===== config.mk =====
export PLATFORM = sky130hd
export DESIGN_NAME = lrpc_mod_cell
export DESIGN_NICKNAME = d
export VERILOG_FILES = /design/src/rtl/core/lrpc_pkg.sv /design/src/rtl/core/lrpc_mod_cell.sv
export SDC_FILE = /design/constraint.sdc
export NUM_CORES = 1
export LEC_CHECK = 0
export BUFFER_PORTS_ARGS = -buffer_cell sky130_fd_sc_hd__buf_2
export CORE_ASPECT_RATIO = 0.9
export CORE_UTILIZATION = 41
export CTS_CLUSTER_SIZE = 12
export DETAILED_ROUTE_END_ITERATION = 7
export GPL_ROUTABILITY_DRIVEN = 0
export PLACE_DENSITY = 0.79
export SLEW_MARGIN = 20
export SYNTH_ARGS = -nofsm -noshare
export SYNTH_HDL_FRONTEND = slang
export SYNTH_SLANG_ARGS = --single-unit

===== constraint.sdc =====
create_clock -name clock -period 1.9 [get_ports clock]
set_input_delay 0.095 -clock clock [delete_from_list [all_inputs] [get_ports clock]]
set_output_delay 0.095 -clock clock [all_outputs]
set_load 0.005 [all_outputs]

===== src/rtl/core/lrpc_pkg.sv =====
package lrpc_pkg;

   // Field and register widths
   localparam int RANGE_W = 16;
   localparam int INDEX_W = 12;
   localparam int POS_W   = 17;
   localparam int PPS_W   = 13;
   localparam int START_W = 17;
   localparam int CSR_W   = 17;

   // Beam angle arithmetic
   localparam int FULL_TURN     = 36000;
   localparam int HALF_TURN     = 18000;
   localparam int QUARTER_TURN  = 9000;
   localparam int THREE_QUARTER = 27000;
   localparam int NUM_W  = 28;          // 36000 * 4095 fits in 28 bits
   localparam int REM_W  = PPS_W + 1;
   localparam int ANG_W  = 30;          // signed, unwrapped angle
   localparam int MOD_W  = 29;          // angle shifted to be non-negative
   localparam int MOD_STEPS = 14;       // 36000 * 2^14 exceeds any shifted angle
   localparam int T_W    = 16;          // folded angle, signed

   // Range limits in millimetres
   localparam int ROI_LIMIT_WIDE   = 2000;
   localparam int ROI_LIMIT_NARROW = 1400;
   localparam int WIDE_LIMIT       = 2500;

   // CORDIC datapath
   localparam int Z_W     = 32;
   localparam int XY_W    = 36;
   localparam int GAIN_W  = 30;
   localparam logic [GAIN_W-1:0] GAIN_Q30 = 30'd652032874;
   localparam int PROD_W  = RANGE_W + GAIN_W;
   localparam int X0_W    = PROD_W - 14;
   localparam int OUT_MAX = 65535;
   localparam int TAB_LEN = 24;

   // atan(2^-i) in centidegrees with 16 fraction bits
   localparam int ATAN_TAB [TAB_LEN] = '{
      294912000, 174096719, 91987925, 46694507,
      23437865, 11730358, 5866610, 2933484,
      1466764, 733385, 366693, 183346,
      91673, 45837, 22918, 11459,
      5730, 2865, 1432, 716,
      358, 179, 90, 45
   };

   typedef enum logic [1:0] {
      CSR_MIN_RANGE   = 2'd0,
      CSR_WIDE_MODE   = 2'd1,
      CSR_PPS         = 2'd2,
      CSR_ANGLE_START = 2'd3
   } csr_index_type;

   // Side data that travels with a beam through every cell
   typedef struct packed {
      logic [RANGE_W-1:0] range_mm;
      logic               last;
      logic               roi_ok;
      logic               wide_ok;
      logic               negate;
   } tag_type;

endpackage


===== src/rtl/core/lrpc_mod_cell.sv =====
// Subtracts one full turn shifted left by SHIFT when the angle is at least that large.
module lrpc_mod_cell import lrpc_pkg::*; #(
   parameter int SHIFT = 0
) (
   input  logic             clock,
   input  logic             load,
   input  logic [MOD_W-1:0] ang_in,
   input  tag_type          tag_in,
   output logic [MOD_W-1:0] ang_out,
   output tag_type          tag_out
);

   localparam logic [MOD_W-1:0] STEP = MOD_W'(FULL_TURN) << SHIFT;

   logic [MOD_W-1:0] ang_ff, ang_in_next;
   tag_type          tag_ff;

   assign ang_in_next = (ang_in >= STEP) ? ang_in - STEP : ang_in;

   always_ff @(posedge clock) begin
      if (load) begin
         ang_ff <= ang_in_next;
         tag_ff <= tag_in;
      end
   end

   assign ang_out = ang_ff;
   assign tag_out = tag_ff;

endmodule


# == Word level (Yosys, flattened, before mapping) ==
# Cells that the tools add are included.
# classes
add_sub_neg,1
multipliers,0
div,0
magnitude_cmp,1
n_eq_ne,0
shifts,0
muxes,1
bitwise_logic,0
n_reduce_logical,0
# ops
operator,count
$ge A29 B16 Y1 const B,1
$mux W29,1
$sub A29 B16 Y29 const B,1
# totals
register_bits,49
latchBits,0
ram_bits,0
mem_bits_ro,0
in_bits,51
out_inout_bits,49
word_cells,9
memories,0

# == Longest topological paths before layout ==
# Gate-level depths: netlist of the first run.
# depth
ltp_word,2
depth_mapped,8
ltp_nobuf,7

# == Worst setup path before layout of the first run ==
# Ideal clock, no wire load.
# synth_timing
path_kind,input to register
start,in ang_in[23]
end,"reg ang_ff[27] (netlist: ang_out[27]), data pin"
setup_ns,0.267
arrival_ns,1.750
required_ns,1.633
setup_slack_ns,-0.117
path_stages,6
path_buffers,1
path_cell_list,or4_4 > or4_1 > a211o_1 > buf_6 > nor3b_1 > xor2_1
# synth_via
elab_chain_cells,2
word_cells_on_any_way,3
classes_between,add/sub (1); order compare (1); mux (1)
# synth_rtl
item,line,source
start: declaration,lrpc_mod_cell.sv:7,"input logic [MOD_W-1:0] ang_in,"
$sub A29 B16 Y29 / $ge A29 B16 Y1 (equally long branches),lrpc_mod_cell.sv:18,assign ang_in_next = (ang_in >= STEP) ? ang_in - STEP : ang_in;
$mux W29 *,lrpc_mod_cell.sv:18,
net ang_in_next[27],lrpc_mod_cell.sv:15,"logic [MOD_W-1:0] ang_ff, ang_in_next;"
end signal: assignment,lrpc_mod_cell.sv:22,ang_ff <= ang_in_next;
end: declaration,lrpc_mod_cell.sv:15,
# Mark *: on every way through the listed nets, which the timed path passes. The rest lies on a longest branch.
# A chain may end at the register's enable or synchronous reset.

# == Final worst setup path of the first run ==
# layout_timing
start,in ang_in[23]
end,"reg ang_ff[17] (netlist: ang_out[17]), data pin"
# layout_via
elab_chain_cells,2
# layout_rtl
item,line
$ge A29 B16 Y1,lrpc_mod_cell.sv:18
$mux W29,lrpc_mod_cell.sv:18
net ang_in_next[17],lrpc_mod_cell.sv:15
# The timed path passes the listed nets, and every way through them passes these cells.

==> summary.txt, run 1 <==
Outcome
  – Status: complete, no violations

Min path
  – Hold Path Class: in2reg
  – Hold_sp: ang_in[2]
  – WHS Endpoint: ang_out[2]
  – Hold path cells: 1

Synthesis
  – Mapped Cells: approximately 140
  – Yosys warning count: 0
  – Synth Register Bits: ~50
  – Post-synth EDFFs: 49
  – Top_reg_cell synth: edfxtp_1
  – Sequential-to-total area share from yosys stat: 69.7%
  – Mapped Area: around 0.0021 mm2
  – Asr flop ratio synth: 0%
  – Synth Net Count: roughly 190
  – Yosys cell types: 32
  – Post-Syn Area per Cell: 15.0 um2

Routing
  – WL/cell: between 10 and 15 um
  – Routed WL: just under 5000 um
  – Vias: 1755
  – DRC violations left: 0
  – Initial DRC count: 35
  – DRT Pass-1 Iters: 4
  – Via density per instance: 4.86
  – Routed Antenna Nets: 0

Job
  – Max-cap viol count: 0

Worst setup path
  – Kind of critical path: in2reg
  – Top Family by Delay on Critical Path: simple AND/OR/NAND/NOR gates
  – Critical path cell sequence: buf_6, or4_4, or4_4, a211o_4, buf_6, o21ai_0, mux2i_1
  – CP max-delay cell: or4_4
  – CP max FO: 11
  – CP required: 1940 ps
  – Endpoint class of the critical path: flip-flop
  – CP peak stage delay: around 530 ps
  – CP Launch Type: input port
  – CP Data Arrival Time: 1930 ps
  – CP bufs+invs: 2

Floorplan
  – Initial Util: between 40% and 50%
  – Total core area: 0.00489 mm2
  – Die Footprint: ~0.0054 mm2
  – IO Pins: 100
  – DIE HEIGHT: between 70 and 80 um
  – # rows: 24
  – Die width: roughly 78 um

Timing
  – Unrepaired setup endpoints after global routing: true
  – Post-layout minimum cycle time: 1880 ps
  – Hold_ws: just under 7 ps
  – Final Cycle Share: between 90% and 100%
  – Peak Freq: between 500 and 600 MHz
  – Slew @ Worst Pin: 438 ps
  – Setup Viol. Count Final: 0
  – Final Hold Vio Count: 0
  – TNS Setup: 0 ps
  – Max Transition Viols Final: 0
  – Slew headroom: 70.8%

Cells and area
  – Area Overhead vs Synth: 55.4%
  – # fillers: ~370
  – Share of cells above drive strength 1: approximately half
  – Nets@finish: roughly 350
  – N_diodes: 0

Placement
  – Post-DP HPWL: ~3600 um
  – I/O Buffers: slightly below 100

Pwr
  – Leak Pwr: around 0.0014 uW
  – VDD IR-drop max: roughly 300 uV
  – Cell area power density: 684 mW/mm2

Global routing
  – Total gr overflow: 0
  – Largest net degree at the start of global routing: 25
  – Vias in the first global route: around 1600
  – GRT Util Overall: approximately 18%
  – First-pass GRT wire length: about 7500 um
  – Antenna violations before repair: 0

CTS
  – CTS Root Cell: clkbuf_8
  – CTS tree: built
  – Num CTS Buffers: 5
  – Clock Sinks: 49
  – Clock-pin slew on the worst setup and hold paths: about 90 ps
  – CTS H-Tree Depth: 2
  – Clock Path Buffers: 2
[logic make-up (layout without fill, tap and decap cells)]
family,after synthesis,after routing,share of synthesized area (%)
AO/OA/AOI/OAI,27,27,8.30
buffers and inverters,9,164,2.02
flip-flops,49,49,69.7
multiplexers,3,3,1.42
adder cells (fa/ha/maj),1,1,0.593
XOR/XNOR,20,20,8.30
AND/OR/NAND/NOR,32,32,9.66
[worst max path at each step]
| stage | start | to | slack, ps | cells after the start |
|---|---|---|---|---|
| 6_report | ang_in[23] | ang_out[17] | 20 | 7 |
| 5_1_grt | ang_in[22] | ang_out[9] | -40 | 7 |
| 4_1_cts | ang_in[23] | ang_out[11] | -20 | 7 |
| 3_5_place_dp | ang_in[23] | ang_out[12] | -360 | 7 |
| 3_3_place_gp | ang_in[23] | ang_out[26] | -270 | 7 |
| 2_1_floorplan | ang_in[23] | ang_out[27] | -120 | 6 |
[flip-flops by register name (all words and copies together), names as in the netlist]
signal,flops
ang_out,29
tag_out,20
[layout by cell type (no fill, tap or decap), types with 3 or more instances in the layout]
cell type | netlist | routed
o21ai_1 | 7 | 7
o21ai_0 | 4 | 4
or4b_2 | 3 | 3
nand2_1 | 5 | 5
mux2i_1 | 3 | 3
inv_1 | 5 | 5
and4b_1 | 3 | 3
nor2_1 | 4 | 4
nor3_1 | 5 | 4
buf_6 | 1 | 3
dlygate4sd3_1 | 0 | 21
buf_2 | 1 | 99
buf_4 | 0 | 27
xnor2_1 | 18 | 18
clkbuf_1 | 2 | 3
edfxtp_1 | 49 | 49
o211ai_1 | 6 | 6
clkbuf_8 | 0 | 5
[cell type report]
class                           count  area (um2)  area share, %
Clock buffer                        8        80.1           2.44
Inverter                            5        18.8          0.572
Multi-Input combinational cell     83         667           20.3
Sequential cell                    49        1470           44.9
Tap cell                           65        81.3           2.48
Timing Repair Buffer              151         962           29.3
[synthesized netlist by cell type, drive strengths merged (2+ instances only)]
library cell / number / share of area, %
and4b: 3 / 1.4
nand2b: 2 / 0.59
clkbuf: 2 / 0.36
nor3: 5 / 1.2
edfxtp: 49 / 70
a211o: 2 / 0.83
o21bai: 2 / 0.71
inv: 5 / 0.89
nor2: 5 / 1.0
xnor2: 18 / 7.5
o21ai: 11 / 2.6
or4b: 3 / 1.4
or3: 2 / 0.59
a21oi: 2 / 0.47
nand2: 5 / 0.89
o2111ai: 2 / 0.83
xor2: 2 / 0.83
o211ai: 6 / 2.1
or4: 3 / 1.2
mux2i: 3 / 1.4
buf: 2 / 0.77
[power breakdown]
group / internal [uW] / switching, uW
Sequential: 1300 / 22.4
Combinational: 200 / 160
Clock: 262 / 302
Total: 1760 / 484
[metrics by stage]
| step | setup slack [ps] | cell area (um2) | cells | power [uW] | util (%) |
|---|---|---|---|---|---|
| final | 17.1 | 3280 | 361 | 2240 | 67.0 |
| after global routing | -43.4 | 3280 | 361 | 2330 | 67.0 |
| after CTS | -15.7 | 3250 | 361 | 2260 | 66.4 |
| after detailed placement | -363 | 2910 | 330 | 1660 | 59.4 |
| after global placement | -270 | 2910 | 330 | 1660 | 59.4 |
| after floorplan | -116 | 2120 | 141 | 1430 | - |
[metal layers]
metal / up-vias / wire length (um) / track usage (%)
li1: 858 / - / -
met4: 0 / 30 / 6.08
met5: - / 0 / 0
met1: 815 / 2180 / 23.0
met3: 3 / 317 / 3.27
met2: 79 / 2430 / 31.7
[what timing repair did]
action                                  CTS  global route
hold buffers                             21             0
setup buffers                             1             0
gates cloned                              1             0
hold endpoints to repair                 21             0
endpoints found under the setup margin    8            21
gates resized for setup                   6             4
pin swaps                                 2             4
No activity file was read; power rests on OpenSTA's default activity.
==> run 2, diff against run 1 <==
--- a/config.mk
+++ b/config.mk
@@ -8,10 +8,12 @@
 export BUFFER_PORTS_ARGS = -buffer_cell sky130_fd_sc_hd__buf_2
 export CORE_ASPECT_RATIO = 0.9
 export CORE_UTILIZATION = 41
+export CTS_BUF_LIST = sky130_fd_sc_hd__clkbuf_4 sky130_fd_sc_hd__clkbuf_8 sky130_fd_sc_hd__clkbuf_16
 export CTS_CLUSTER_SIZE = 12
 export DETAILED_ROUTE_END_ITERATION = 7
 export GPL_ROUTABILITY_DRIVEN = 0
 export PLACE_DENSITY = 0.79
+export SKIP_LAST_GASP = 1
 export SLEW_MARGIN = 20
 export SYNTH_ARGS = -nofsm -noshare
 export SYNTH_HDL_FRONTEND = slang
==> run 2 against run 1 <==
Utilization increased by 0.43 points. Combinational power about the same. Power is 1.8% higher. Clock-buffer cell count is the same. Worst setup slack got worse by 0.90 ps. Via count increased by 0.17%. Largest cell class unchanged. Sequential power is essentially flat.
==> summary.txt, run 2 (same netlist as run 1, synthesis figures left out) <==
Outcome
  – Status: complete, no violations

Cells and area
  – Commonest non-fill, non-tap cell in the layout: buf_2
  – Final core occ: between 60 and 70%
  – Final Cell Area: approximately 0.0033 mm2
  – Most frequent cells in the layout: 99 x buf_2, 49 x edfxtp_1, 27 x buf_4
  – # fillers: 366
  – Layout Cells excl Fill: 362
  – N_diodes: 0
  – Share of cells above drive strength 1: approximately 50%
  – Largest register FFs: 29
  – Nets@finish: roughly 350
  – Area Overhead vs Synth: 56.4%

Timing
  – Setup Viol. Count Final: 0
  – Final Cycle Share: 99.1%
  – Peak Freq: 531 MHz
  – Slew @ Worst Pin: between 400 and 500 ps
  – TNS Setup: 0 ps
  – Slew headroom: around 71%
  – Max Transition Viols Final: 0
  – Unrepaired setup endpoints after global routing: true
  – Post-layout minimum cycle time: roughly 1900 ps
  – Final Hold Vio Count: 0

Pwr
  – Fraction of power spent switching nets: 21.0%
  – Gate power share: 15.9%
  – Clock share of power: between 20% and 30%
  – VDD IR-drop max: roughly 290 uV
  – Internal Dissipation: 1800 uW
  – Sequential fraction of design power: between 50% and 60%
  – Psw: approximately 480 uW
  – Leak Pwr: between 0.001 and 0.0015 uW
  – Total power: about 2300 uW
  – Cell area power density: 691 mW/mm2

Floorplan
  – Total core area: 0.00489 mm2
  – Initial Util: roughly 43%
  – IO Pins: 100
  – Die width: slightly below 80 um
  – # rows: 24
  – DIE HEIGHT: roughly 70 um
  – Die Footprint: ~0.0054 mm2

Routing
  – DR top layer: met4
  – WL/cell: about 14 um
  – Routed Antenna Nets: 0
  – Met3 wire len: 382 um
  – Initial DRC count: 50
  – Met1 wire length: 2110 um
  – Via density per instance: 4.86
  – DRC violations left: 0
  – Vias: 1758
  – DRT Pass-1 Iters: 4
  – Met2 WL: around 2500 um
  – Routed WL: 4970 um

Worst setup path
  – Top Family by Delay on Critical Path: simple AND/OR/NAND/NOR gates
  – CP max FO: 11
  – CP Data Arrival Time: 1930 ps
  – CP bufs+invs: 2
  – CP Launch Type: input port
  – Worst path depth: 7
  – Kind of critical path: in2reg
  – CP max-delay cell: or4_4
  – CP peak stage delay: between 500 and 600 ps
  – CP required: between 1500 and 2000 ps
  – Endpoint class of the critical path: flip-flop
  – Critical path cell sequence: buf_6, or4_4, or4_4, a211o_4, buf_6, o211ai_1, xnor2_1

CTS
  – Clock-pin slew on the worst setup and hold paths: about 80 ps
  – Num CTS Buffers: 5
  – Clock Path Buffers: 2
  – CTS tree: built
  – CTS Root Cell: clkbuf_8
  – CTS H-Tree Depth: 2
  – Clock Sinks: 49

Placement
  – Placed cells: between 300 and 400
  – Post-DP HPWL: roughly 3600 um
  – I/O Buffers: 99
  – DP Area: 0.00291 mm2

Global routing
  – Vias in the first global route: roughly 1600
  – Antenna violations before repair: 0
  – First-pass GRT wire length: 7530 um
  – GRT Util Overall: 18.2%
  – Total gr overflow: 0
  – Largest net degree at the start of global routing: 25

Min path
  – Hold Path Class: in2reg
  – Hold path cells: 2

Job
  – Max-cap viol count: 0
==> run 2: routing by layer <==
metal  up-vias  GRT usage [%]
met5         -              0
met4         0           3.77
met3         2           4.97
met2        90           31.3
met1       810           23.1
li1        856              -
==> run 2: final timing paths <==
check	from	to
setup / recovery	ang_in[23]	ang_out[9]
hold / removal	ang_in[3]	ang_out[3]
==> run 2: layout make-up <==
type,count,area (um2),share of cell area [%]
clock buffer,8,91.3,2.77
inverter,5,18.8,0.568
multi-input combinational,83,667,20.2
sequential,49,1470,44.6
tap,65,81.3,2.46
timing repair buffer,152,972,29.4
==> run 2: power by group through the flow <==
stage / Clock [uW] / Sequential (uW) / Combinational [uW]
3_5_place_dp: 0 / 1340 / 321
3_3_place_gp: 0 / 1340 / 314
2_1_floorplan: 0 / 1360 / 70.8
4_1_cts: 623 / 1320 / 358
6_report: 602 / 1320 / 362
5_1_grt: 654 / 1330 / 393
==> run 2: timing repair <==
item	CTS	global route
hold endpoints to repair	21	1
setup buffers	1	0
endpoints found under the setup margin	8	21
hold buffers	21	1
pin swaps	2	4
gates resized for setup	6	4
gates cloned	1	0
==> run 2: stage by stage <==
step,setup WS (ps),hold slack [ps]
after floorplan,-116,194
after global placement,-270,273
after detailed placement,-363,273
after CTS,-18.3,4.94
after global routing,-45.6,75.9
final,16.2,85.3
