$ cat src/rtl/core/lrpc_pkg.sv
package lrpc_pkg;

   // Field and register widths
   localparam int RANGE_W = 16;
   localparam int INDEX_W = 12;
   localparam int POS_W   = 17;
   localparam int PPS_W   = 13;
   localparam int START_W = 17;
   localparam int CSR_W   = 17;

   // Beam angle arithmetic
   localparam int FULL_TURN     = 36000;
   localparam int HALF_TURN     = 18000;
   localparam int QUARTER_TURN  = 9000;
   localparam int THREE_QUARTER = 27000;
   localparam int NUM_W  = 28;          // 36000 * 4095 fits in 28 bits
   localparam int REM_W  = PPS_W + 1;
   localparam int ANG_W  = 30;          // signed, unwrapped angle
   localparam int MOD_W  = 29;          // angle shifted to be non-negative
   localparam int MOD_STEPS = 14;       // 36000 * 2^14 exceeds any shifted angle
   localparam int T_W    = 16;          // folded angle, signed

   // Range limits in millimetres
   localparam int ROI_LIMIT_WIDE   = 2000;
   localparam int ROI_LIMIT_NARROW = 1400;
   localparam int WIDE_LIMIT       = 2500;

   // CORDIC datapath
   localparam int Z_W     = 32;
   localparam int XY_W    = 36;
   localparam int GAIN_W  = 30;
   localparam logic [GAIN_W-1:0] GAIN_Q30 = 30'd652032874;
   localparam int PROD_W  = RANGE_W + GAIN_W;
   localparam int X0_W    = PROD_W - 14;
   localparam int OUT_MAX = 65535;
   localparam int TAB_LEN = 24;

   // atan(2^-i) in centidegrees with 16 fraction bits
   localparam int ATAN_TAB [TAB_LEN] = '{
      294912000, 174096719, 91987925, 46694507,
      23437865, 11730358, 5866610, 2933484,
      1466764, 733385, 366693, 183346,
      91673, 45837, 22918, 11459,
      5730, 2865, 1432, 716,
      358, 179, 90, 45
   };

   typedef enum logic [1:0] {
      CSR_MIN_RANGE   = 2'd0,
      CSR_WIDE_MODE   = 2'd1,
      CSR_PPS         = 2'd2,
      CSR_ANGLE_START = 2'd3
   } csr_index_type;

   // Side data that travels with a beam through every cell
   typedef struct packed {
      logic [RANGE_W-1:0] range_mm;
      logic               last;
      logic               roi_ok;
      logic               wide_ok;
      logic               negate;
   } tag_type;

endpackage

$ cat src/rtl/core/lrpc_cordic_cell.sv
// One CORDIC rotation step with floor shifts by STAGE.
module lrpc_cordic_cell import lrpc_pkg::*; #(
   parameter int STAGE = 0
) (
   input  logic                   clock,
   input  logic                   load,
   input  logic signed [XY_W-1:0] x_in,
   input  logic signed [XY_W-1:0] y_in,
   input  logic signed [Z_W-1:0]  z_in,
   input  tag_type                tag_in,
   output logic signed [XY_W-1:0] x_out,
   output logic signed [XY_W-1:0] y_out,
   output logic signed [Z_W-1:0]  z_out,
   output tag_type                tag_out
);

   localparam logic signed [Z_W-1:0] ATAN = Z_W'(ATAN_TAB[STAGE]);

   logic signed [XY_W-1:0] x_ff, y_ff, x_in_next, y_in_next, dx, dy;
   logic signed [Z_W-1:0]  z_ff, z_in_next;
   tag_type                tag_ff;

   always_comb begin
      dx = y_in >>> STAGE;
      dy = x_in >>> STAGE;
      if (!z_in[Z_W-1]) begin
         x_in_next = x_in - dx;
         y_in_next = y_in + dy;
         z_in_next = z_in - ATAN;
      end else begin
         x_in_next = x_in + dx;
         y_in_next = y_in - dy;
         z_in_next = z_in + ATAN;
      end
   end

   always_ff @(posedge clock) begin
      if (load) begin
         x_ff   <= x_in_next;
         y_ff   <= y_in_next;
         z_ff   <= z_in_next;
         tag_ff <= tag_in;
      end
   end

   assign x_out   = x_ff;
   assign y_out   = y_ff;
   assign z_out   = z_ff;
   assign tag_out = tag_ff;

endmodule

$ cat config.mk
export PLATFORM = sky130hd
export DESIGN_NAME = lrpc_cordic_cell
export DESIGN_NICKNAME = d
export VERILOG_FILES = /design/src/rtl/core/lrpc_pkg.sv /design/src/rtl/core/lrpc_cordic_cell.sv
export SDC_FILE = /design/constraint.sdc
export NUM_CORES = 1
export LEC_CHECK = 0
export BUFFER_PORTS_ARGS = -buffer_cell sky130_fd_sc_hd__buf_4
export CAP_MARGIN = 20
export CORE_ASPECT_RATIO = 1.5
export CORE_MARGIN = 8
export CORE_UTILIZATION = 30
export CTS_CLUSTER_SIZE = 16
export DETAILED_ROUTE_END_ITERATION = 7
export GPL_ROUTABILITY_DRIVEN = 0
export GPL_TIMING_DRIVEN = 0
export HOLD_SLACK_MARGIN = 0.15
export PLACE_DENSITY = 0.53
export SLEW_MARGIN = 15
export SYNTH_ARGS = -nofsm -noshare
export SYNTH_HDL_FRONTEND = slang
export SYNTH_SLANG_ARGS = --single-unit
$ cat constraint.sdc
create_clock -name clock -period 3.2 [get_ports clock]
set_input_delay 0.48 -clock clock [delete_from_list [all_inputs] [get_ports clock]]
set_output_delay 0.48 -clock clock [all_outputs]
set_load 0.03 [all_outputs]
Word-level counts from Yosys, hierarchy flattened
Index checks and enable logic that the tools add are counted.

storage, ports and cells
  register bits after elaboration = 124
  input port bits = 126
  output and inout bits = 124

operators by class
  add/subtract/negate cells = 5
  multiplexer cells = 3

operators by type and width
  cell                                                  count
  two-way mux 36 bit                                    2
  subtractor 36 bit                                     2
  adder 36 bit                                          1
  adder 32 x 30 -> 32 bit (second input constant)       1
  two-way mux 32 bit                                    1
  subtractor 32 x 30 -> 32 bit (second input constant)  1

Logic depth before layout (Yosys ltp)
Gate-level depths: netlist of run 1.

  depth in word-level cells = 2
  depth in mapped cells = 14
  gate-level depth less buffers = 13

Worst setup path before layout of run 1
No wires, ideal clock.

  path kind = input-to-reg
  from = input z_in[31]
  to = register z_ff[30] (netlist: z_out[30]) (data pin)
  setup time = 0.257 ns
  data arrival time = 3.122 ns
  path slack = -0.179 ns
  stages = 13
  path through = inv_1 -> clkbuf_1 -> clkbuf_1 -> ha_1 -> a21oi_1 -> o21bai_1 -> a21oi_1 -> o21bai_1 -> a21oi_1 -> nor2b_1 -> o21a_1 -> o41a_1 -> xor2_1

between the ends
  longest elaborated chain between the ends = 1

ends and longest elaborated chain
  item                     line                    source
  from (decl)              lrpc_cordic_cell.sv:9   input logic signed [Z_W-1:0] z_in,
  two-way mux 32 bit       lrpc_cordic_cell.sv:26  if (!z_in[Z_W-1]) begin
  named net z_in_next[30]  lrpc_cordic_cell.sv:20  logic signed [Z_W-1:0] z_ff, z_in_next;
  to (signal assigned)     lrpc_cordic_cell.sv:41  z_ff <= z_in_next;
  to (decl)                lrpc_cordic_cell.sv:20

The timed path passes the listed nets, and every way through them passes these cells.
A chain may end at the register's enable or synchronous reset.

Worst setup path after layout of run 1
  from = input x_in[2]
  to = register y_ff[34] (netlist: y_out[34]) (data pin)

between the ends
  longest elaborated chain between the ends = 2
  elaborated cells on any way between the ends = 3
  classes of those cells = add/sub (2); mux (1)

ends and longest elaborated chain
  item                                                      line                                            source
  from (decl)                                               lrpc_cordic_cell.sv:7                           input logic signed [XY_W-1:0] x_in,
  adder 36 bit / subtractor 36 bit (equally long branches)  lrpc_cordic_cell.sv:28, lrpc_cordic_cell.sv:32
  two-way mux 36 bit (*)                                    lrpc_cordic_cell.sv:26
  named net y_in_next[34]                                   lrpc_cordic_cell.sv:19                          logic signed [XY_W-1:0] x_ff, y_ff, x_in_next, y_in_next, dx, dy;
  to (signal assigned)                                      lrpc_cordic_cell.sv:40                          y_ff <= y_in_next;
  to (decl)                                                 lrpc_cordic_cell.sv:19

The timed path passes the listed nets; every way through them passes the cells marked *.

==> results.toml, run 1 <==
[die]
die_w_um = 169
core_um2 = 34800
dieArea_um2 = 41300
io_pins = 250
start_util_pct = 30.2
core.rowCount = 84
die_h_um = 245

[pwr]
power_frac_comb_pct = 38.8
pwr-share-clk_pct = 29.6
p_sw_share_pct = 38.6
p_seq_share_pct = 31.6
internal_power_w = 0.00417
switchingPower_w = 0.00262
p_leak_nw = 6.04
total_power_w = 0.00678
p_per_area_nw_per_um2 = 482
irDropWorstVdd_mv = 0.267

[global_route]
grt_use_total_pct = 18.4
grt_max_degree = 85
antenna_found_initial = 0
grt_pass1_vias = 10100
overflow = 0
grt_pass1_wl_mm = 58.1

[status]
outcome = "finished with violations"
violations = "setup timing"

[synth]
ys_types = 62
synth_fp_nets = 1405
synth-seq-cells = 123
syn-cell-area_um2 = 10500
yosysWarnings = 0
synth_common_cells = "155 x a21oi_1, 123 x edfxtp_1, 121 x ha_1"
yosys_most_used_dff = "edfxtp_1"
synth_area_per_cell_um2 = 9.09
synth_top_area_share_pct = 35.2
yosysMostFrequentCell = "a21oi_1"
synth_area_leaders = "edfxtp_1 35%, ha_1 14%, a21oi_1 7.4%"
synth_edf_count = 123
yosysSeqAreaShare_pct = 35.2
synthArstFlopShare_pct = 0
yosysTopAreaCell = "edfxtp_1"
syn_inst = 1154

[clock_tree]
cts_tree = "built"
path_clk_slew_ns = 0.07
cts.sinks = 123
cts-root-buf = "clkbuf_16"
clock_path_buffers = 2
cts-hold-fix-buffers = 0
cts_buffers = 17
cts.htree.levels = 4

[sta]
post-route-min-period_ns = 3.25
grt_setup_unrepaired = "yes"
finalHoldViolCount = 0
max_slew.worst_pin.slew_ns = 1.03
slew_viol_final = 0
fin_ws_ns = -0.0504
tns_ns = -0.0504
slew-limit-headroom_pct = 31.6
setup_violations = 1
fmax_ghz = 0.308
min_period_over_period_pct = 102

[routing]
wl_per_cell_um = 20.5
vias = 9905
drc = 0
drt_first_pass_iters = 5
drt_wl_total_mm = 39.2
via_per_inst = 5.16
antenna_left = 0
drt_iter0_drc = 785

[worst_setup_path]
cp_max_fo = 6
timing.critical_path.mode_cell = "nor4_4"
path_class = "input pin to flop"
cp.buffers_inverters = 3
max_stage_delay_ns = 0.48
cp.depth = 14
slowest_stage = "a2111oi_4"
crit_path_end_kind = "flop"
critPathRequiredTime_ns = 3.38
crit_path_cell_trace = "buf_4 > inv_1 > ha_4 > buf_6 > o21ba_4 > nor4_4 > o311ai_4 > a31oi_4 > a211oi_4 > o211ai_4 > a2111oi_4 > nor4_4 > o41ai_2 > xnor2_1"
arrival_ns = 3.43
start_kind = "input pin"
crit_family = "compound AO/OA/AOI/OAI gates"

[placed_design]
place_area_um2 = 13000
port_buffers = 249
dpl.hpwl_mm = 31.0

[worst_hold_path]
min_path_type = "input pin to flop"
whs_endpoint = "tag_out[9]"
worstHoldPathCells = 1
hp-start = "tag_in[9]"

[cells_and_area]
final_area_um2 = 14100
diodes = 0
drive_above_1_share_pct = 25.8
syn2layout_area_growth_pct = 34.2
fin_nets = 1683

[run]
maxCapViolCount = 0
[how the worst max path moves through the flow]
stage,from,slack (ns),end
5_1_grt,x_in[2],-0.16,y_out[34]
3_5_place_dp,x_in[6],-0.83,y_out[29]
4_1_cts,x_in[5],-0.0001,x_out[32]
2_1_floorplan,z_in[31],0.007,z_out[30]
6_report,x_in[2],-0.05,y_out[34]
3_3_place_gp,x_in[6],-0.90,y_out[29]
[what timing repair did]
item / 4_1_cts / 5_1_grt
hold endpoints to repair: 0 / 0
setup buffers: 2 / 12
pin swaps: 3 / 20
gates resized for setup: 25 / 64
setup endpoints to repair: 24 / 30
[through the flow]
step	hold WS [ns]	worst slack [ns]	utilization (%)	cells
floorplan	0.579	0.00701	-	1154
global placement	0.658	-0.905	37.3	1876
detailed placement	0.659	-0.829	37.3	1877
CTS	0.171	-0.000148	39.5	1911
global route	0.183	-0.156	40.5	1918
finish	0.208	-0.0504	40.5	1918
[registers in the layout (all words and copies together), names as in the netlist]
register and count:
x_out 36, y_out 35, z_out 32, tag_out 20
[power groups by stage]
stage	sequential, W	clock [W]	combinational [W]
6_report	0.00214	0.00201	0.00263
3_3_place_gp	0.00217	0	0.00249
3_5_place_dp	0.00218	0	0.00249
5_1_grt	0.00217	0.00212	0.00282
4_1_cts	0.00215	0.00208	0.00254
2_1_floorplan	0.00264	0	0.00106
[cell type report]
cell class / instances / area (µm²)
sequential: 123 / 3690
buffer: 43 / 225
tap: 473 / 592
timing repair buffer: 263 / 2010
fill: 3462 / 20700
clock inverter: 15 / 171
clock buffer: 17 / 425
multi-input combinational: 869 / 6530
inverter: 115 / 435
[per-layer routing]
| metal | GRT usage (%) | up-vias | share of wire (%) |
|---|---|---|---|
| li1 | - | 4703 | - |
| met1 | 19.4 | 4644 | 37 |
| met2 | 34.2 | 446 | 52 |
| met3 | 3.36 | 112 | 6.0 |
| met4 | 9.64 | 0 | 4.6 |
| met5 | 0 | - | 0 |
[cells in the final DEF (no fill, tap or decap), types with 6 or more instances in the layout]
cell	instances
a211oi_1	7
nor4_1	9
nor2_1	100
buf_4	262
o21ai_0	65
clkbuf_16	17
nor2b_1	13
nand2b_1	18
inv_1	109
o211ai_1	6
ha_1	117
clkbuf_1	20
xnor2_1	68
nand3_1	16
or3_1	8
inv_6	6
a21oi_1	146
nand4_1	9
a21o_1	18
nor3_1	15
o21a_1	8
buf_2	6
a21oi_2	7
o21bai_1	35
mux2i_1	24
nand2_1	51
xor2_1	11
edfxtp_1	123
[cells by family after synthesis]
family / Yosys count / synth area share (%)
AO/OA/AOI/OAI: 385 / 23.3
AND/OR/NAND/NOR: 256 / 11.4
buffers and inverters: 162 / 6.02
adder cells (fa/ha/maj): 125 / 15.2
flip-flops: 123 / 35.2
XOR/XNOR: 79 / 6.60
multiplexers: 24 / 2.29
Power figures use the tool's default switching activity.
==> inputs of run 2 (changes only) <==
--- a/config.mk
+++ b/config.mk
@@ -5,6 +5,7 @@
 export SDC_FILE = /design/constraint.sdc
 export NUM_CORES = 1
 export LEC_CHECK = 0
+export ABC_CLOCK_PERIOD_IN_PS = 3200
 export BUFFER_PORTS_ARGS = -buffer_cell sky130_fd_sc_hd__buf_4
 export CAP_MARGIN = 20
 export CORE_ASPECT_RATIO = 1.5
==> constraint.sdc (replaced) <==
create_clock -name clock -period 3.2 [get_ports clock]
set_input_delay 0 -clock clock [delete_from_list [all_inputs] [get_ports clock]]
set_output_delay 0 -clock clock [all_outputs]
set_load 0.03 [all_outputs]
==> results.toml, run 2 (synthesis gave the netlist of run 1 again) <==
[placed_design]
place_ws_ns = -0.486
dp_cells = 1877
dpl.hpwl_mm = 31.0
port_buffers = 249

[die]
io_pins = 250
die_h_um = 245
core_um2 = 34800
dieArea_um2 = 41300
die_w_um = 169
core.rowCount = 84
start_util_pct = 30.2

[sta]
fin_ws_ns = 0.137
min_period_over_period_pct = 95.7
fmax_ghz = 0.326
setup_violations = 0
grt_setup_unrepaired = "no"
finalHoldViolCount = 0
hold_slack_ns = 0.178
slew-limit-headroom_pct = 22.1
max_slew.worst_pin.slew_ns = 1.15
slew_viol_final = 0
post-route-min-period_ns = 3.06

[cells_and_area]
fin_cells = 1979
fin_nets = 1742
register_area_um2 = 3690
syn2layout_area_growth_pct = 36.7
fillers = 3477
fin_util_pct = 41.2
final_common_cell = "buf_4"
multiInputGateArea_um2 = 6230
drive_above_1_share_pct = 21.0
final_cell_mix = "254 x buf_4, 155 x a21oi_1, 123 x edfxtp_1"
largest_reg_flops = 36

[worst_hold_path]
worstHoldPathCells = 4
whs_endpoint = "y_out[7]"
hp-start = "y_in[7]"
min_path_type = "input pin to flop"

[clock_tree]
cts_tree = "built"
clock_path_buffers = 2
cts.htree.levels = 4
cts.sinks = 123
path_clk_slew_ns = 0.06
cts_buffers = 17
cts-root-buf = "clkbuf_16"

[routing]
drt_iter0_drc = 740
vias = 10000
drt_first_pass_iters = 5
drc = 0
drt_wl_total_mm = 38.9
antenna_left = 0
wl_per_cell_um = 19.6
via_per_inst = 5.06

[worst_setup_path]
arrival_ns = 3.24
cp_max_fo = 9
crit_path_end_kind = "flop"
start_kind = "input pin"
path_class = "input pin to flop"
critPathRequiredTime_ns = 3.38

[pwr]
p_sw_share_pct = 37.9
p_leak_nw = 6.18
pwr-share-clk_pct = 29.5
power_frac_comb_pct = 38.7
p_seq_share_pct = 31.8
internal_power_w = 0.00418
p_per_area_nw_per_um2 = 470
total_power_w = 0.00673
switchingPower_w = 0.00255
irDropWorstVdd_mv = 0.248

[status]
outcome = "finished clean"

[run]
maxCapViolCount = 0

[global_route]
grt_max_degree = 74
antenna_found_initial = 1
grt_pass1_wl_mm = 58.7
grt_use_total_pct = 18.4
overflow = 0
grt_pass1_vias = 10400
## run 2: changes by cell type in the layout (fill, tap and decap cells not counted), sizes merged
cell	change
clkinv	+1
clkbuf	+2
dlygate4sd3	+67
buf	-10
diode	+2
clkinvlp	-1
## run 2: worst max path at each step
stage,from,end,slack (ns)
CTS,x_in[0],y_out[34],0.04
floorplan,z_in[31],z_out[30],0.30
detailed placement,z_in[31],z_out[30],-0.49
global placement,z_in[31],z_out[30],-0.99
global route,y_in[1],x_out[28],0.001
finish,x_in[6],y_out[29],0.14
## run 2: worst max-delay path: stages
cell	delay, ns
buf_4	0.10
inv_1	0.04
ha_1	0.26
clkbuf_1	0.31
nor2b_1	0.09
o211ai_1	0.16
nand3_1	0.09
a21oi_1	0.45
nor3_1	0.18
o32a_1	0.48
a211oi_4	0.46
o21ai_0	0.19
o21ai_0	0.31
xnor2_1	0.11
## run 2: what timing repair did
item	CTS	global route
pin swaps	0	1
hold buffers	67	0
endpoints found under the setup margin	1	11
setup buffers	0	1
hold endpoints to repair	106	0
resized for setup	1	12
## run 2: power groups by stage
stage	Sequential, W	Clock [W]	Combinational, W
after floorplan	0.00264	0	0.00106
after global placement	0.00217	0	0.00248
after detailed placement	0.00218	0	0.00249
after CTS	0.00214	0.00207	0.00259
after global routing	0.00217	0.00211	0.00280
final	0.00214	0.00198	0.00261
## run 2: layout make-up
| type | count | share of cell area (%) |
|---|---|---|
| sequential | 123 | 25.8 |
| inverter | 115 | 3.01 |
| buffer | 47 | 1.43 |
| antenna | 2 | 0.0349 |
| clock buffer | 17 | 2.97 |
| tap | 473 | 4.13 |
| clock inverter | 15 | 1.23 |
| multi-input combinational | 869 | 43.4 |
| timing repair buffer | 318 | 18.0 |
## run 2: layer usage
layer | up-vias | routed length [µm] | GRT usage (%)
met5 | - | 0 | 0
met4 | 0 | 1940 | 9.80
met3 | 119 | 2240 | 3.54
met2 | 417 | 20200 | 34.1
met1 | 4657 | 14500 | 19.4
li1 | 4812 | - | -
## run 2: metrics by stage
stage | setup TNS, ns | instance area [µm²]
final | 0 | 14300
after global routing | 0 | 14300
after CTS | 0 | 14300
after detailed placement | -5.24 | 13000
after global placement | -9.11 | 13000
after floorplan | 0 | 10500
==> inputs of run 3 (changes only) <==
--- a/config.mk
+++ b/config.mk
@@ -5,7 +5,7 @@
 export SDC_FILE = /design/constraint.sdc
 export NUM_CORES = 1
 export LEC_CHECK = 0
-export ABC_CLOCK_PERIOD_IN_PS = 3200
+export ABC_CLOCK_PERIOD_IN_PS = 3000
 export BUFFER_PORTS_ARGS = -buffer_cell sky130_fd_sc_hd__buf_4
 export CAP_MARGIN = 20
 export CORE_ASPECT_RATIO = 1.5
@@ -16,7 +16,7 @@
 export GPL_ROUTABILITY_DRIVEN = 0
 export GPL_TIMING_DRIVEN = 0
 export HOLD_SLACK_MARGIN = 0.15
-export PLACE_DENSITY = 0.53
+export PLACE_DENSITY = 0.51
 export SLEW_MARGIN = 15
 export SYNTH_ARGS = -nofsm -noshare
 export SYNTH_HDL_FRONTEND = slang
==> constraint.sdc (replaced) <==
create_clock -name clock -period 3 [get_ports clock]
set_input_delay 0 -clock clock [delete_from_list [all_inputs] [get_ports clock]]
set_output_delay 0 -clock clock [all_outputs]
set_load 0.03 [all_outputs]
==> results.toml, run 3 (synthesis gave the netlist of run 1 again) <==
[routing]
drt_iter0_drc = 617
via_per_inst = 5.08
antenna_left = 0
drc = 0
vias = 10100
wl_per_cell_um = 19.7
drt_first_pass_iters = 8
drt_wl_total_mm = 39.1

[die]
core_um2 = 34800
core.rowCount = 84
dieArea_um2 = 41300
die_w_um = 169
io_pins = 250
die_h_um = 245
start_util_pct = 30.2

[cells_and_area]
final_area_um2 = 14400
fin_nets = 1742
largest_reg_flops = 36
syn2layout_area_growth_pct = 37.2
final_common_cell = "buf_4"
final_cell_mix = "252 x buf_4, 151 x a21oi_1, 123 x edfxtp_1"
drive_above_1_share_pct = 21.6
fin_util_pct = 41.4

[placed_design]
port_buffers = 249
place_ws_ns = -0.767
dpl.hpwl_mm = 30.9
place_area_um2 = 13000

[sta]
slew_viol_final = 0
fin_ws_ns = 0.0636
slew-limit-headroom_pct = 26.4
post-route-min-period_ns = 2.94
finalHoldViolCount = 0
min_period_over_period_pct = 97.9
grt_setup_unrepaired = "yes"
max_slew.worst_pin.slew_ns = 1.10
fmax_ghz = 0.341
setup_violations = 0

[global_route]
grt_pass1_vias = 10500
grt_use_total_pct = 18.7
antenna_found_initial = 2
grt_pass1_wl_mm = 59.3
grt_max_degree = 76
overflow = 0

[worst_setup_path]
cp_max_fo = 5
arrival_ns = 3.12
critPathRequiredTime_ns = 3.19
start_kind = "input pin"
crit_path_end_kind = "flop"
path_class = "input pin to flop"

[pwr]
internal_power_w = 0.00447
pwr-share-clk_pct = 29.6
irDropWorstVdd_mv = 0.355
total_power_w = 0.00723
p_sw_share_pct = 38.2
p_seq_share_pct = 31.6
p_per_area_nw_per_um2 = 502
power_frac_comb_pct = 38.8
p_leak_nw = 6.20
switchingPower_w = 0.00276

[run]
maxCapViolCount = 0

[clock_tree]
clock_path_buffers = 2
cts_buffers = 17
cts.htree.levels = 4
cts-root-buf = "clkbuf_16"
path_clk_slew_ns = 0.06
cts_tree = "built"
cts.sinks = 123
post_cts_buffers = 0

[status]
outcome = "finished clean"

[worst_hold_path]
min_path_type = "input pin to flop"
-- run 3: final timing paths --
| check | startpoint | end | cells after the start |
|---|---|---|---|
| worst min-delay path | z_in[31] | z_out[24] | 4 |
| worst max-delay path | x_in[0] | x_out[32] | 14 |
-- run 3: per-layer routing --
layer	vias to the layer above	wire, µm	GRT usage [%]
li1	4819	-	-
met1	4722	14700	19.6
met2	403	20300	34.1
met3	112	2420	4.18
met4	0	1700	9.82
met5	-	0	0
-- run 3: repair_timing --
item,in CTS,in global routing
gates cloned,0,0
hold buffers,68,0
endpoints found under the hold margin,114,0
resized for setup,8,14
pin swaps,2,2
endpoints found under the setup margin,8,17
-- run 3: through the flow --
step	std cells	hold WS (ns)	TNS, ns
6_report	1979	0.176	0
5_1_grt	1979	0.172	-0.00580
4_1_cts	1978	0.164	0
3_5_place_dp	1878	0.180	-12.82
3_3_place_gp	1876	0.178	-16.57
2_1_floorplan	1154	0.0989	0
-- run 3: critical path, stage by stage --
cell	delay [ns]
buf_4	0.09
ha_1	0.17
inv_1	0.06
fa_1	0.42
o21ba_4	0.22
nor4_2	0.30
o311ai_4	0.18
a31oi_4	0.35
a211oi_4	0.16
o21ai_0	0.43
nand3_1	0.14
a2bb2oi_1	0.29
a21oi_1	0.12
xnor2_1	0.18
-- run 3: power by group through the flow --
stage               Sequential, W  Clock [W]  Combinational (W)
CTS                       0.00229    0.00220            0.00279
detailed placement        0.00232          0            0.00266
finish                    0.00228    0.00214            0.00280
global route              0.00231    0.00226            0.00301
floorplan                 0.00282          0            0.00113
global placement          0.00232          0            0.00265
-- run 3: area by class of cell --
| cell class | instances | area [µm²] |
|---|---|---|
| multi-input cells | 869 | 6270 |
| plain buffers | 46 | 203 |
| repair buffers | 319 | 2600 |
| diodes | 2 | 5.00 |
| inverters | 115 | 432 |
| flip-flops and latches | 123 | 3690 |
| clock inverters | 15 | 175 |
| well taps | 473 | 592 |
| clock buffers | 17 | 425 |
| fillers | 3530 | 20400 |
